--- config.mk ---
export PLATFORM = sky130hd
export DESIGN_NAME = mm_ctrl
export DESIGN_NICKNAME = d
export VERILOG_FILES = /design/src/mm_pkg.sv /design/src/mm_ctrl.sv
export SDC_FILE = /design/constraint.sdc
export NUM_CORES = 1
export LEC_CHECK = 0
export BUFFER_PORTS_ARGS = -buffer_cell sky130_fd_sc_hd__buf_4
export CORE_MARGIN = 5
export CORE_UTILIZATION = 50
export DETAILED_ROUTE_END_ITERATION = 7
export PLACE_DENSITY = 0.69
export REMOVE_ABC_BUFFERS = 1
export SETUP_SLACK_MARGIN = 0.4
export SLEW_MARGIN = 30
export SYNTH_ARGS = -nofsm -noshare
export SYNTH_HDL_FRONTEND = slang
export SYNTH_SLANG_ARGS = --single-unit
--- constraint.sdc ---
create_clock -name i_clk -period 3.06 [get_ports i_clk]
set_input_delay 0.153 -clock i_clk [delete_from_list [all_inputs] [get_ports i_clk]]
set_output_delay 0.153 -clock i_clk [all_outputs]
set_load 0.03 [all_outputs]
--- src/mm_pkg.sv ---
// shared types and constants of the matrix multiply core
package mm_pkg;

    localparam int unsigned MM_MAX_DIM   = 8;
    localparam int unsigned MM_FRAC_BITS = 16;

    localparam int unsigned DATA_W = 32;
    localparam int unsigned POS_W  = 3;
    localparam int unsigned CFG_W  = 4;
    localparam int unsigned CIDX_W = 2;

    localparam logic [1:0] OP_WR_LEFT  = 2'd0;
    localparam logic [1:0] OP_WR_RIGHT = 2'd1;
    localparam logic [1:0] OP_COMPUTE  = 2'd2;

    localparam logic [CIDX_W-1:0] CFG_A_ROWS    = 2'd0;
    localparam logic [CIDX_W-1:0] CFG_INNER_DIM = 2'd1;
    localparam logic [CIDX_W-1:0] CFG_B_COLS    = 2'd2;

    localparam logic [CFG_W-1:0] CFG_RESET = 4'd8;

    localparam logic signed [DATA_W-1:0] Q_MAX = 32'sh7FFF_FFFF;
    localparam logic signed [DATA_W-1:0] Q_MIN = 32'sh8000_0000;

    typedef struct packed {
        logic [1:0]               opcode;
        logic [POS_W-1:0]         row;
        logic [POS_W-1:0]         col;
        logic signed [DATA_W-1:0] value;
    } t_mm_in_item;

    typedef struct packed {
        logic [POS_W-1:0]         out_row;
        logic [POS_W-1:0]         out_col;
        logic signed [DATA_W-1:0] product;
        logic                     saturated;
        logic                     last;
    } t_mm_out_item;

    typedef struct packed {
        logic             rd_en;
        logic             first_k;
        logic             last_k;
        logic [POS_W-1:0] i;
        logic [POS_W-1:0] j;
        logic [POS_W-1:0] k;
        logic             elem_last;
    } t_mm_cmd;

    typedef struct packed {
        logic moved;
    } t_mm_stat;

endpackage

--- src/mm_ctrl.sv ---
// controller: configuration registers and element / inner index sequencer
module mm_ctrl import mm_pkg::*; #(
    parameter int unsigned MAX_DIM = MM_MAX_DIM
) (
    input  logic              i_clk,
    input  logic              i_rst_n,
    input  logic              i_cfg_we,
    input  logic [CIDX_W-1:0] i_cfg_index,
    input  logic [CFG_W-1:0]  i_cfg_data,
    input  logic              i_start,
    output logic              o_busy,
    output t_mm_cmd           o_cmd,
    input  t_mm_stat          i_stat
);

    localparam int unsigned IDX_W = (MAX_DIM > 1) ? $clog2(MAX_DIM) : 1;

    typedef enum logic [2:0] {
        S_IDLE = 3'b001,
        S_RUN  = 3'b010,
        S_WAIT = 3'b100
    } t_mm_state;

    t_mm_state        r_state, n_state;
    logic [IDX_W-1:0] r_i, n_i, r_j, n_j, r_k, n_k;
    logic [CFG_W-1:0] r_a_rows, r_inner_dim, r_b_cols;
    logic [IDX_W-1:0] w_lim_m, w_lim_n, w_lim_p;
    logic             w_elem_last;

    function automatic logic [IDX_W-1:0] f_lim(input logic [CFG_W-1:0] v);
        logic [CFG_W-1:0] lim;
        if (v == '0) begin
            lim = '0;
        end else if (v > CFG_W'(MAX_DIM)) begin
            lim = CFG_W'(MAX_DIM - 1);
        end else begin
            lim = v - 1'b1;
        end
        return IDX_W'(lim);
    endfunction

    assign w_lim_m = f_lim(r_a_rows);
    assign w_lim_n = f_lim(r_inner_dim);
    assign w_lim_p = f_lim(r_b_cols);
    assign w_elem_last = (r_i == w_lim_m) && (r_j == w_lim_p);

    always_ff @(posedge i_clk) begin
        if (!i_rst_n) begin
            r_a_rows    <= CFG_RESET;
            r_inner_dim <= CFG_RESET;
            r_b_cols    <= CFG_RESET;
        end else if (i_cfg_we) begin
            unique case (i_cfg_index)
                CFG_A_ROWS:    r_a_rows    <= i_cfg_data;
                CFG_INNER_DIM: r_inner_dim <= i_cfg_data;
                CFG_B_COLS:    r_b_cols    <= i_cfg_data;
                default: ;
            endcase
        end
    end

    always_comb begin
        n_state = r_state;
        n_i     = r_i;
        n_j     = r_j;
        n_k     = r_k;
        unique case (r_state)
            S_IDLE: begin
                if (i_start) begin
                    n_i     = '0;
                    n_j     = '0;
                    n_k     = '0;
                    n_state = S_RUN;
                end
            end
            S_RUN: begin
                if (r_k == w_lim_n) begin
                    n_state = S_WAIT;
                end else begin
                    n_k = r_k + 1'b1;
                end
            end
            S_WAIT: begin
                if (i_stat.moved) begin
                    if (w_elem_last) begin
                        n_state = S_IDLE;
                    end else begin
                        n_k     = '0;
                        n_state = S_RUN;
                        if (r_j == w_lim_p) begin
                            n_j = '0;
                            n_i = r_i + 1'b1;
                        end else begin
                            n_j = r_j + 1'b1;
                        end
                    end
                end
            end
            default: n_state = S_IDLE;
        endcase
    end

    always_ff @(posedge i_clk) begin
        if (!i_rst_n) begin
            r_state <= S_IDLE;
            r_i     <= '0;
            r_j     <= '0;
            r_k     <= '0;
        end else begin
            r_state <= n_state;
            r_i     <= n_i;
            r_j     <= n_j;
            r_k     <= n_k;
        end
    end

    assign o_busy          = (r_state != S_IDLE);
    assign o_cmd.rd_en     = (r_state == S_RUN);
    assign o_cmd.first_k   = (r_k == '0);
    assign o_cmd.last_k    = (r_k == w_lim_n);
    assign o_cmd.i         = POS_W'(r_i);
    assign o_cmd.j         = POS_W'(r_j);
    assign o_cmd.k         = POS_W'(r_k);
    assign o_cmd.elem_last = w_elem_last;

    a_move_only_in_wait: assert property (@(posedge i_clk) disable iff (!i_rst_n)
        i_stat.moved |-> r_state == S_WAIT)
        else $error("result moved while not waiting");

    a_index_hold: assert property (@(posedge i_clk) disable iff (!i_rst_n)
        (r_state == S_WAIT && !i_stat.moved) |=> $stable(r_i) && $stable(r_j))
        else $error("element index changed before its result was moved");

    a_k_in_range: assert property (@(posedge i_clk) disable iff (!i_rst_n)
        r_state == S_RUN |-> r_k <= w_lim_n)
        else $error("inner index beyond dimension");

    a_end_after_last: assert property (@(posedge i_clk) disable iff (!i_rst_n)
        (r_state == S_WAIT && i_stat.moved && w_elem_last) |=> r_state == S_IDLE)
        else $error("sequencer kept running after final element");

endmodule

# Word level (Yosys, flattened, before mapping)
# Cells that the tools add are included.
# W data, S select, Z words.
[classes]
add_sub_neg = 6
magnitude_cmp = 3
mux = 24
n_eq_ne = 15
reduce_logical = 15
[ops]
columns = ["op", "count"]
rows = [
  ["$mux W3", 19],
  ["$pmux W3 S3", 2],
  ["$gt A4 B4 Y1 const B", 3],
  ["$logic_not A4 Y1", 3],
  ["$ne A2 B2 Y1 const B", 6],
  ["$pmux W3 S2", 2],
  ["$reduce_and A5 Y1", 2],
  ["$add A3 B1 Y3 const B", 3],
  ["$eq A3 B3 Y1", 3],
  ["$sub A3 B1 Y3 const B", 3],
  ["$reduce_and A2 Y1", 3],
  ["$reduce_and A4 Y1", 1],
  ["$eq A3 B1 Y1 const B", 1],
  ["$eq A3 B2 Y1 const B", 1],
  ["$eq A3 B3 Y1 const B", 1],
  ["$logic_not A3 Y1", 1],
  ["$ne A3 B1 Y1 const B", 1],
  ["$reduce_and A3 Y1", 1],
  ["$reduce_bool A3 Y1", 1],
  ["$eq A2 B1 Y1 const B", 1],
  ["$eq A2 B2 Y1 const B", 1],
  ["$logic_not A2 Y1", 1],
  ["$mux W2", 1],
  ["$reduce_bool A2 Y1", 1],
  ["$logic_and A1 B1 Y1", 1],
]
[totals]
reg_bits = 24
input_bits = 11
wordCells = 70
output_inout_bits = 14

# Depth between registers and ports, before layout
# Gate-level depths: netlist of the first run.
[logic_depth]
word_depth = 8
depth_mapped = 9
depth_no_buf = 8

# Worst setup path after synthesis of the first run
# Ideal clock, no wire load.
[synth_timing]
kind = "register -> output"
startpoint = "register r_b_cols[0]"
endpoint = "output port o_cmd[0] (netlist bit)"
stages_incl_launch_ff = 10
path_slack_ns = 0.756
n_path_buf = 2
t_required_ns = 2.907
arrival_ns = 2.151
cell_sequence = "dfxtp_1 > inv_1 > ha_1 > nor2b_4 > or4_1 > o311a_2 > a221oi_4 > buf_6 > and2_2 > buf_4"
[synth_between]
elab_chain_cells = 5
elab_cells_between_ends = 7
classes_between = "add/sub (1); order compare (1); eq/ne (1); mux (2); reduce/logical (2)"
[synth_rtl]
columns = ["item", "line", "source"]
rows = [
  ["from (decl)", "mm_ctrl.sv:26", "logic [CFG_W-1:0] r_a_rows, r_inner_dim, r_b_cols;"],
  ["from (signal assigned)", "mm_ctrl.sv:56", "CFG_B_COLS: r_b_cols <= i_cfg_data;"],
  ["$gt A4 B4 Y1 / $sub A3 B1 Y3 (equally long branches)", "mm_ctrl.sv:34, mm_ctrl.sv:37", ""],
  ["$mux W3", "mm_ctrl.sv:34", "end else if (v > CFG_W'(MAX_DIM)) begin"],
  ["$mux W3 (*)", "mm_ctrl.sv:32", "if (v == '0) begin"],
  ["$eq A3 B3 Y1 (*)", "mm_ctrl.sv:45", "assign w_elem_last = (r_i == w_lim_m) && (r_j == w_lim_p);"],
  ["$logic_and A1 B1 Y1 (*)", "mm_ctrl.sv:45", ""],
  ["to (decl)", "mm_ctrl.sv:12", "output t_mm_cmd o_cmd,"],
]
# Mark *: on every way between the ends. The rest lies on a longest branch, timed or not.

==> results.yml, run 1 <==
power_and_ir_drop:
  ir_worst_vdd_mv: 0.190
  sw_frac_of_total_pct: 37.8
  pwr-share-comb_pct: 35.7
  internal_power_mw: 0.495
  seq_power_share_pct: 46.7
  clockPowerShare_pct: 17.6
  switching_power_mw: 0.301
  p_leak_nw: 0.785
  power_density_nw_per_um2: 410
worst_hold_path:
  min_path_type: "in -> reg"
  whs_path_depth: 3
  hold_end: "r_a_rows[3]"
  hp-start: "i_cfg_data[3]"
status:
  status: "finished clean"
finish:
  stdcell_count: 273
  drive_gt1_share_pct: 20.3
  fin_util_pct: 58.7
  final_nets: 247
  n_fill_cell: 319
  synthToLayoutAreaGrowth_pct: 13.9
  mostFrequentLayoutCell: "buf_4"
  antenna_cells: 0
  final_cell_mix: "buf_4 (25), dfxtp_1 (23), nor2_1 (19)"
global_routing:
  antenna_found_initial: 0
  grt_overflow: 0
  grt_max_degree: 20
  grt_use_total_pct: 18.7
  grt_pass1_vias: 1529
  grt_pass1_wl_microns: 6760
timing:
  layout_min_cycle_time_ns: 2.51
  setup_viol: 0
  hold_viol: 0
  finalCritPeriodShare_pct: 81.9
  tightest_slew_ns: 0.901
  setup_slack_ns: 0.554
  slew_headroom_pct: 39.8
  holdWs_ns: 0.0792
  rsz0062_at_grt: "false"
  tns_ns: 0
  finClkSkew_ns: 0.00493
  fmax_ghz: 0.399
  final-max-slew-violation-count: 0
run:
  cap_violations: 0
critical_path:
  cp.arrival_ns: 2.35
  critPathCaptureType: "output port"
  r2r_slack_ns: 0.68
  rr_worst_depth: 9
  r2r-start: "r_b_cols[0]"
  path_class: "reg -> out"
  cp-start-kind: "flip-flop"
  required_ns: 2.91
  r2r_end: "r_j[2]"
  crit_fanout: 6
routing:
  drc: 0
  drt_iter0_markers: 141
  wl_microns: 4010
  vias: 1582
  firstDrtPassIters: 4
  drtAntennaViolNets: 0
  drt-vias-per-instance: 5.79
  wl_per_cell_microns: 14.7
cts:
  cts_tree: "done"
  numClockSinks: 24
  cts_root_buf: "clkbuf_4"
  clock_path_buffers: 2
  path_clk_slew_ns: 0.13
  cts-hold-fix-buffers: 0
  cts_made_buffers: 3
  h-tree-depth: 1
  worstSkewPairLatency_ns: 0.31
synth:
  avgSynthCellArea_sq_um: 8.24
  synthTopCellsByArea: "dfxtp_1 (28%), mux2i_1 (5.3%), ha_1 (5.1%)"
  synthCells: 207
  yosysWarnings: 0
  seq_area_frac_synth_pct: 28.2
  netlist.area_leader.share_pct: 28.2
  synth_top_area_cell: "dfxtp_1"
  ys_ff_latch: 24
  syn_area_sq_um: 1710
  ys_types: 54
floorplan:
  row_count: 21
  die_h_microns: 68.4
  ios: 25
  die_area_sq_um: 4680
  die_w_microns: 68.4
  core-area_sq_um: 3310
  start_util_pct: 51.5
placement:
  place_congestion: 0.798
  hpwl_microns: 3120
  dp_cells: 269
  dp_slack_ns: 0.444
  port-buffer-count: 24
-- cells by family (layout without fill, tap and decap cells) --
family          Yosys count  after routing  share of synthesized area (%)
buf+inv                  21             41                           5.35
xor+xnor                  3              3                           1.54
mux                       9              9                           5.28
simple gates             95             95                           31.9
flops                    24             24                           28.2
compound gates           45             45                           20.9
fa+ha+maj                10             10                           6.89
-- synthesized netlist by cell type (all sizes together) --
master / instances
nor2: 20
nor3b: 2
or3: 2
a41o: 2
nand2: 15
ha: 7
o22ai: 3
o221ai: 2
a221oi: 2
xnor2: 3
nor4: 1
o21ai: 7
and3: 1
o2111ai: 1
or4: 2
nor4bb: 1
dfxtp: 24
nand4b: 3
or2: 3
a311oi: 1
a21boi: 1
nand3: 9
mux2i: 9
inv: 13
a21o: 2
o311a: 2
o2111a: 1
nor2b: 12
or4b: 1
buf: 3
nand3b: 6
nand4: 5
nand2b: 8
o31ai: 1
and2: 2
a31oi: 4
nor4b: 2
o21a: 1
a21oi: 12
a31o: 1
o311ai: 2
clkbuf: 5
maj3: 3
-- how the worst max path moves through the flow --
stage | start | to | slack [ns] | depth (start not counted)
2_1_floorplan | r_b_cols[0] | r_j[2] | 0.73 | 8
3_3_place_gp | r_b_cols[0] | o_cmd[0] | 0.57 | 8
3_5_place_dp | r_b_cols[0] | r_j[2] | 0.44 | 8
4_1_cts | r_b_cols[0] | o_cmd[0] | 0.44 | 8
5_1_grt | r_a_rows[0] | o_cmd[0] | 0.41 | 8
6_report | r_a_rows[0] | o_cmd[0] | 0.55 | 8
-- layout make-up --
type / instances / area [sq um] / area share (%)
tap: 46 / 57.6 / 2.96
sequential: 24 / 482 / 24.8
clock buffer: 3 / 22.5 / 1.16
timing repair buffer: 25 / 188 / 9.66
inverter: 13 / 48.8 / 2.51
multi-input combinational: 162 / 1140 / 58.9
-- power by group through the flow --
stage	logic (mW)	registers (mW)	clock network, mW
2_1_floorplan	0.200	0.373	0
3_3_place_gp	0.273	0.376	0
3_5_place_dp	0.282	0.378	0
4_1_cts	0.283	0.371	0.145
5_1_grt	0.312	0.380	0.158
6_report	0.284	0.372	0.140
-- stage by stage --
stage	power [mW]	cell area [sq um]
6_report	0.796	1940
5_1_grt	0.850	1940
4_1_cts	0.799	1930
3_5_place_dp	0.660	1900
3_3_place_gp	0.650	1900
2_1_floorplan	0.573	1660
-- critical path, cell delays in order (launching register included) --
cell and delay [ns]:
dfxtp_1 0.33, inv_1 0.06, ha_1 0.25, nor2b_1 0.16, or4_1 0.50, nand4_1 0.19, o311a_2 0.27, and2_2 0.15
buf_4 0.15
-- state kept, by name, summed over array words and instances (netlist names) --
register,flops
r_a_rows,4
r_b_cols,4
r_i,3
r_inner_dim,4
r_j,3
r_k,3
r_state,3
-- what timing repair did --
| action | 4_1_cts | 5_1_grt |
|---|---|---|
| gates resized for setup | 0 | 3 |
| setup endpoints to repair | 1 | 1 |
| buffers inserted | 1 | 0 |
| pin swaps | 1 | 0 |
-- metal layers --
| metal | wire [microns] | GRT usage (%) |
|---|---|---|
| met3 | 132 | 2.79 |
| met1 | 1850 | 24.2 |
| met2 | 2000 | 31.7 |
| met4 | 32 | 5.46 |
| met5 | 0 | 0 |
No activity file was read; power rests on OpenSTA's default activity.
==> inputs of run 2 (changes only) <==
- clock period: 3.06 -> 2.39 ns (I/O delays scaled with it)
==> results.yml, run 2 (synthesis gave the netlist of run 1 again) <==
timing:
  setup_slack_ns: -0.100
  hold_viol: 0
  slew_headroom_pct: 45.5
  finalCritPeriodShare_pct: 104
  layout_min_cycle_time_ns: 2.49
  rsz0062_at_grt: "true"
  fmax_ghz: 0.402
  tns_ns: -0.145
  tightest_slew_ns: 0.816
  setup_viol: 3
  finClkSkew_ns: 0.00460
  final-max-slew-violation-count: 0
run:
  cap_violations: 0
floorplan:
  row_count: 21
  die_w_microns: 68.4
  start_util_pct: 51.5
  die_area_sq_um: 4680
  core-area_sq_um: 3310
  die_h_microns: 68.4
  ios: 25
routing:
  drc: 0
  maxUsedRoutingLayer: "met4"
  met2_length_microns: 2040
  drt_iter0_markers: 95
  wl_microns: 4210
  firstDrtPassIters: 4
  wl_met3_microns: 129
  vias: 1672
  drtAntennaViolNets: 0
  drt-vias-per-instance: 5.81
  wl_per_cell_microns: 14.6
  drt-met1-wl_microns: 1960
critical_path:
  r2r_slack_ns: -0.03
  cp.arrival_ns: 2.37
  r2r-start: "r_b_cols[0]"
  cp-start-kind: "flip-flop"
  crit_fanout: 3
  rr_worst_depth: 11
  r2r_end: "r_j[2]"
  path_class: "reg -> out"
  critPathCaptureType: "output port"
  required_ns: 2.27
worst_hold_path:
  hp-start: "i_cfg_data[3]"
  min_path_type: "in -> reg"
  hold_end: "r_a_rows[3]"
  whs_path_depth: 3
global_routing:
  grt_use_total_pct: 19.5
  grt_max_degree: 20
  grt_overflow: 0
  grt_pass1_vias: 1613
  grt_pass1_wl_microns: 7050
  antenna_found_initial: 0
finish:
  stdcell_count: 288
  drive_gt1_share_pct: 33.1
  antenna_cells: 0
  largestRegisters: "r_a_rows x4, r_b_cols x4, r_inner_dim x4"
  synthToLayoutAreaGrowth_pct: 30.8
  final_cell_mix: "buf_4 (34), dfxtp_1 (20), nor2_1 (19)"
  final_nets: 261
  mostFrequentLayoutCell: "buf_4"
cts:
  path_clk_slew_ns: 0.14
  numClockSinks: 24
  cts_made_buffers: 3
  clock_path_buffers: 2
  cts_root_buf: "clkbuf_4"
  worstSkewPairLatency_ns: 0.32
  h-tree-depth: 1
  cts_tree: "done"
status:
  status: "finished with violations"
  violations: "negative setup slack"
placement:
  port-buffer-count: 24
  hpwl_microns: 2900
  dp_cells: 271
  place_congestion: 0.811
power_and_ir_drop:
  ir_worst_vdd_mv: 0.243
  p_leak_nw: 0.911
  power_density_nw_per_um2: 530
## run 2: cell count changes in the layout (fill, tap and decap cells not counted), sizes merged
cell    change
buf        +14
bufinv      +1
## run 2: layer usage
layer  up-vias  GRT usage, %
met1       801          24.8
met3        10          3.12
met4         0          5.46
li1        829             -
met5         -             0
met2        32          33.5
## run 2: stage by stage
step                      power, mW  setup WS (ns)  hold slack, ns  instance area [sq um]  utilization (%)
after global routing           1.25         -0.198          0.0106                   2230             67.4
after global placement        0.835          0.129           0.360                   1930             58.3
after CTS                      1.18        -0.0993          0.0229                   2170             65.5
after floorplan               0.734         0.0616           0.181                   1660                -
after detailed placement      0.844         0.0172           0.367                   1930             58.3
final                          1.18         -0.100          0.0284                   2230             67.4
## run 2: layout make-up
type                            instances  area (sq um)
Clock inverter                          1          30.0
Clock buffer                            3          22.5
Timing Repair Buffer                   39           320
Inverter                               13          48.8
Multi-Input combinational cell        162          1270
Fill cell                             302          1080
Tap cell                               46          57.6
Sequential cell                        24           485
## run 2: worst max-delay path by stage
| stage | endpoint | startpoint | slack, ns | cells after the start |
|---|---|---|---|---|
| 3_5_place_dp | r_j[2] | r_b_cols[0] | 0.02 | 9 |
| 4_1_cts | o_cmd[0] | r_b_cols[0] | -0.1 | 9 |
| 5_1_grt | o_cmd[0] | r_b_cols[1] | -0.20 | 9 |
| 3_3_place_gp | r_j[2] | r_b_cols[0] | 0.13 | 9 |
| 6_report | o_cmd[0] | r_b_cols[0] | -0.1 | 9 |
| 2_1_floorplan | r_j[2] | r_b_cols[0] | 0.06 | 8 |
## run 2: repair_timing
action	CTS	global route
pin swaps	9	8
setup buffers	10	2
endpoints found under the setup margin	13	13
hold buffers	0	0
cloned	1	0
resized for setup	29	7
## run 2: worst max-delay path, stage by stage, from the launching register on
cell and delay, ns:
dfxtp_2 0.37, inv_2 0.04, ha_4 0.14, nor2b_4 0.12, or4_4 0.52, o311a_4 0.14, a221oi_4 0.32, buf_12 0.13
and2_4 0.13, buf_6 0.12
## run 2: power by group
part	switching (mW)	total [mW]	internal [mW]
logic	0.234	0.402	0.168
clock network	0.137	0.306	0.170
registers	0.0446	0.475	0.430
total	0.415	1.18	0.768
==> inputs of run 3 (changes only) <==
- ABC_AREA: unset -> 1
- PLACE_DENSITY: 0.69 -> 0.7
==> results.yml, run 3 <==
timing:
  tns_ns: 0
  hold_viol: 0
  setup_viol: 0
  final-max-slew-violation-count: 0
  tightest_slew_ns: 0.341
  holdWs_ns: 0.0264
  finalCritPeriodShare_pct: 77.4
  layout_min_cycle_time_ns: 1.85
  slew_headroom_pct: 77.2
  rsz0062_at_grt: "true"
  fmax_ghz: 0.541
  finClkSkew_ns: 0.00724
power_and_ir_drop:
  p_leak_nw: 0.883
  ir_worst_vdd_mv: 0.427
  power_density_nw_per_um2: 737
critical_path:
  path_cells: "inv_1, ha_2, nand2_1, nand2_1, nand3_1, nand2_1, nand4_1, nor3_2, buf_4"
  crit_fanout: 4
  critPathCaptureType: "output port"
  cp.arrival_ns: 1.73
  critPathSlowestCell: "dfxtp_1"
  cp_common_cell: "nand2_1"
  cp-start-kind: "flip-flop"
  path_buf_inv: 2
  crit_family: "simple AND/OR/NAND/NOR gates"
  required_ns: 2.27
  path_class: "reg -> out"
  max_stage_delay_ns: 0.32
finish:
  largestRegisters: "r_a_rows x4, r_b_cols x4, r_inner_dim x4"
  regArea_sq_um: 480
  synthToLayoutAreaGrowth_pct: 17.4
  final_area_sq_um: 1750
  drive_gt1_share_pct: 18.6
  mostFrequentLayoutCell: "nand2_1"
  multiInputGateArea_sq_um: 840
  final_nets: 272
  stdcell_count: 284
  n_fill_cell: 271
  antenna_cells: 0
  final_cell_mix: "nand2_1 (47), inv_1 (43), buf_4 (25)"
placement:
  port-buffer-count: 24
  dp_cells: 279
  hpwl_microns: 2320
  place_congestion: 0.824
  dpl_cell_area_sq_um: 1680
status:
  status: "finished clean"
global_routing:
  grt_pass1_wl_microns: 4730
  antenna_found_initial: 0
  grt_pass1_vias: 1123
  grt_use_total_pct: 14.1
  grt_overflow: 0
  grt_max_degree: 21
cts:
  cts_root_buf: "clkbuf_4"
  cts_made_buffers: 3
  numClockSinks: 24
  h-tree-depth: 1
  cts_tree: "done"
  path_clk_slew_ns: 0.13
  clock_path_buffers: 2
  worstSkewPairLatency_ns: 0.33
synth:
  synthCells: 228
  ys_types: 29
  yosysWarnings: 0
  ys_top_cells_by_count: "nand2_1 (47), inv_1 (43), dfxtp_1 (24), nand3_1 (21), nor2_1 (20)"
  synthTopCellsByArea: "dfxtp_1 (32%), nand2_1 (12%), inv_1 (11%)"
  synth-edff-count: 0
  netlist.area_leader.share_pct: 32.2
  async_reset_ff_share_pct: 0
  ys.flop_type: "dfxtp_1"
  post-synth-top-count-cell: "nand2_1"
  synth_top_area_cell: "dfxtp_1"
  ys_ff_latch: 24
  syn_area_sq_um: 1490
  avgSynthCellArea_sq_um: 6.55
  seq_area_frac_synth_pct: 32.2
run:
  cap_violations: 0
routing:
  drc: 0
  drt-vias-per-instance: 4.99
  wl_per_cell_microns: 10.4
  vias: 1418
  drt_iter0_markers: 81
  drtAntennaViolNets: 0
  wl_microns: 2960
  firstDrtPassIters: 4
floorplan:
  core-area_sq_um: 2810
  start_util_pct: 53.2
  die_h_microns: 64.6
  row_count: 19
  die_w_microns: 64.6
  ios: 25
  die_area_sq_um: 4180
worst_hold_path:
  min_path_type: "in -> reg"
==> run 3: cell count changes after synthesis, sizes merged, moves of 4 or more <==
cell,previous run,this run
mux2i,9,0
nand2b,8,0
o21ai,7,14
nand3,9,22
inv,13,45
clkbuf,5,1
a21oi,12,19
a31oi,4,0
nand3b,6,0
nor3,0,6
nor2b,12,0
nand2,15,51
==> run 3: layout make-up <==
class | instances | share of cell area (%)
Sequential cell | 24 | 27.4
Clock buffer | 4 | 2.07
Multi-Input combinational cell | 155 | 47.9
Inverter | 45 | 9.64
Timing Repair Buffer | 25 | 10.7
Tap cell | 31 | 2.21
==> run 3: cells by family after synthesis <==
| group | after synthesis | share of synthesized area, % |
|---|---|---|
| simple gates | 106 | 31.9 |
| buf+inv | 50 | 14.1 |
| compound gates | 36 | 13.1 |
| flops | 24 | 32.2 |
| fa+ha+maj | 7 | 5.87 |
| xor+xnor | 5 | 2.93 |
==> run 3: power breakdown <==
group	total [mW]	switching (mW)	leakage, nW	internal [mW]
Clock	0.221	0.128	0.0210	0.0933
Sequential	0.503	0.0509	0.197	0.452
Combinational	0.566	0.355	0.665	0.211
==> run 3: timing repair <==
item / 4_1_cts / 5_1_grt
setup endpoints to repair: 0 / 8
hold buffers: 0 / 0
buffers inserted: 0 / 0
endpoints found under the hold margin: 0 / 0
gates resized for setup: 0 / 7
==> run 3: through the flow <==
stage	utilization, %	power, mW	setup WS (ns)
2_1_floorplan	-	0.905	0.484
3_3_place_gp	59.8	1.07	0.621
3_5_place_dp	59.8	1.07	0.604
4_1_cts	61.1	1.29	0.454
5_1_grt	62.4	1.39	0.372
6_report	62.4	1.29	0.541
==> run 3: worst min-delay path, cell delays in order <==
cell      delay (ns)
buf_4           0.09
nand2_1         0.05
o211ai_1        0.06
==> run 3: routing by layer <==
layer	track usage [%]	wire length, microns
met1	18.4	1390
met2	23.1	1370
met3	2.59	152
met4	5.54	51
met5	0	0
==> run 3: final timing paths <==
kind | from | to | slack [ns] | cells after the start
setup / recovery | r_b_cols[0] | o_cmd[0] | 0.54 | 9
hold / removal | i_cfg_data[3] | r_b_cols[3] | 0.03 | 3
setup reg to reg | r_a_rows[0] | r_j[0] | 0.62 | 13
hold reg to reg | r_a_rows[1] | r_a_rows[1] | 0.47 | 2
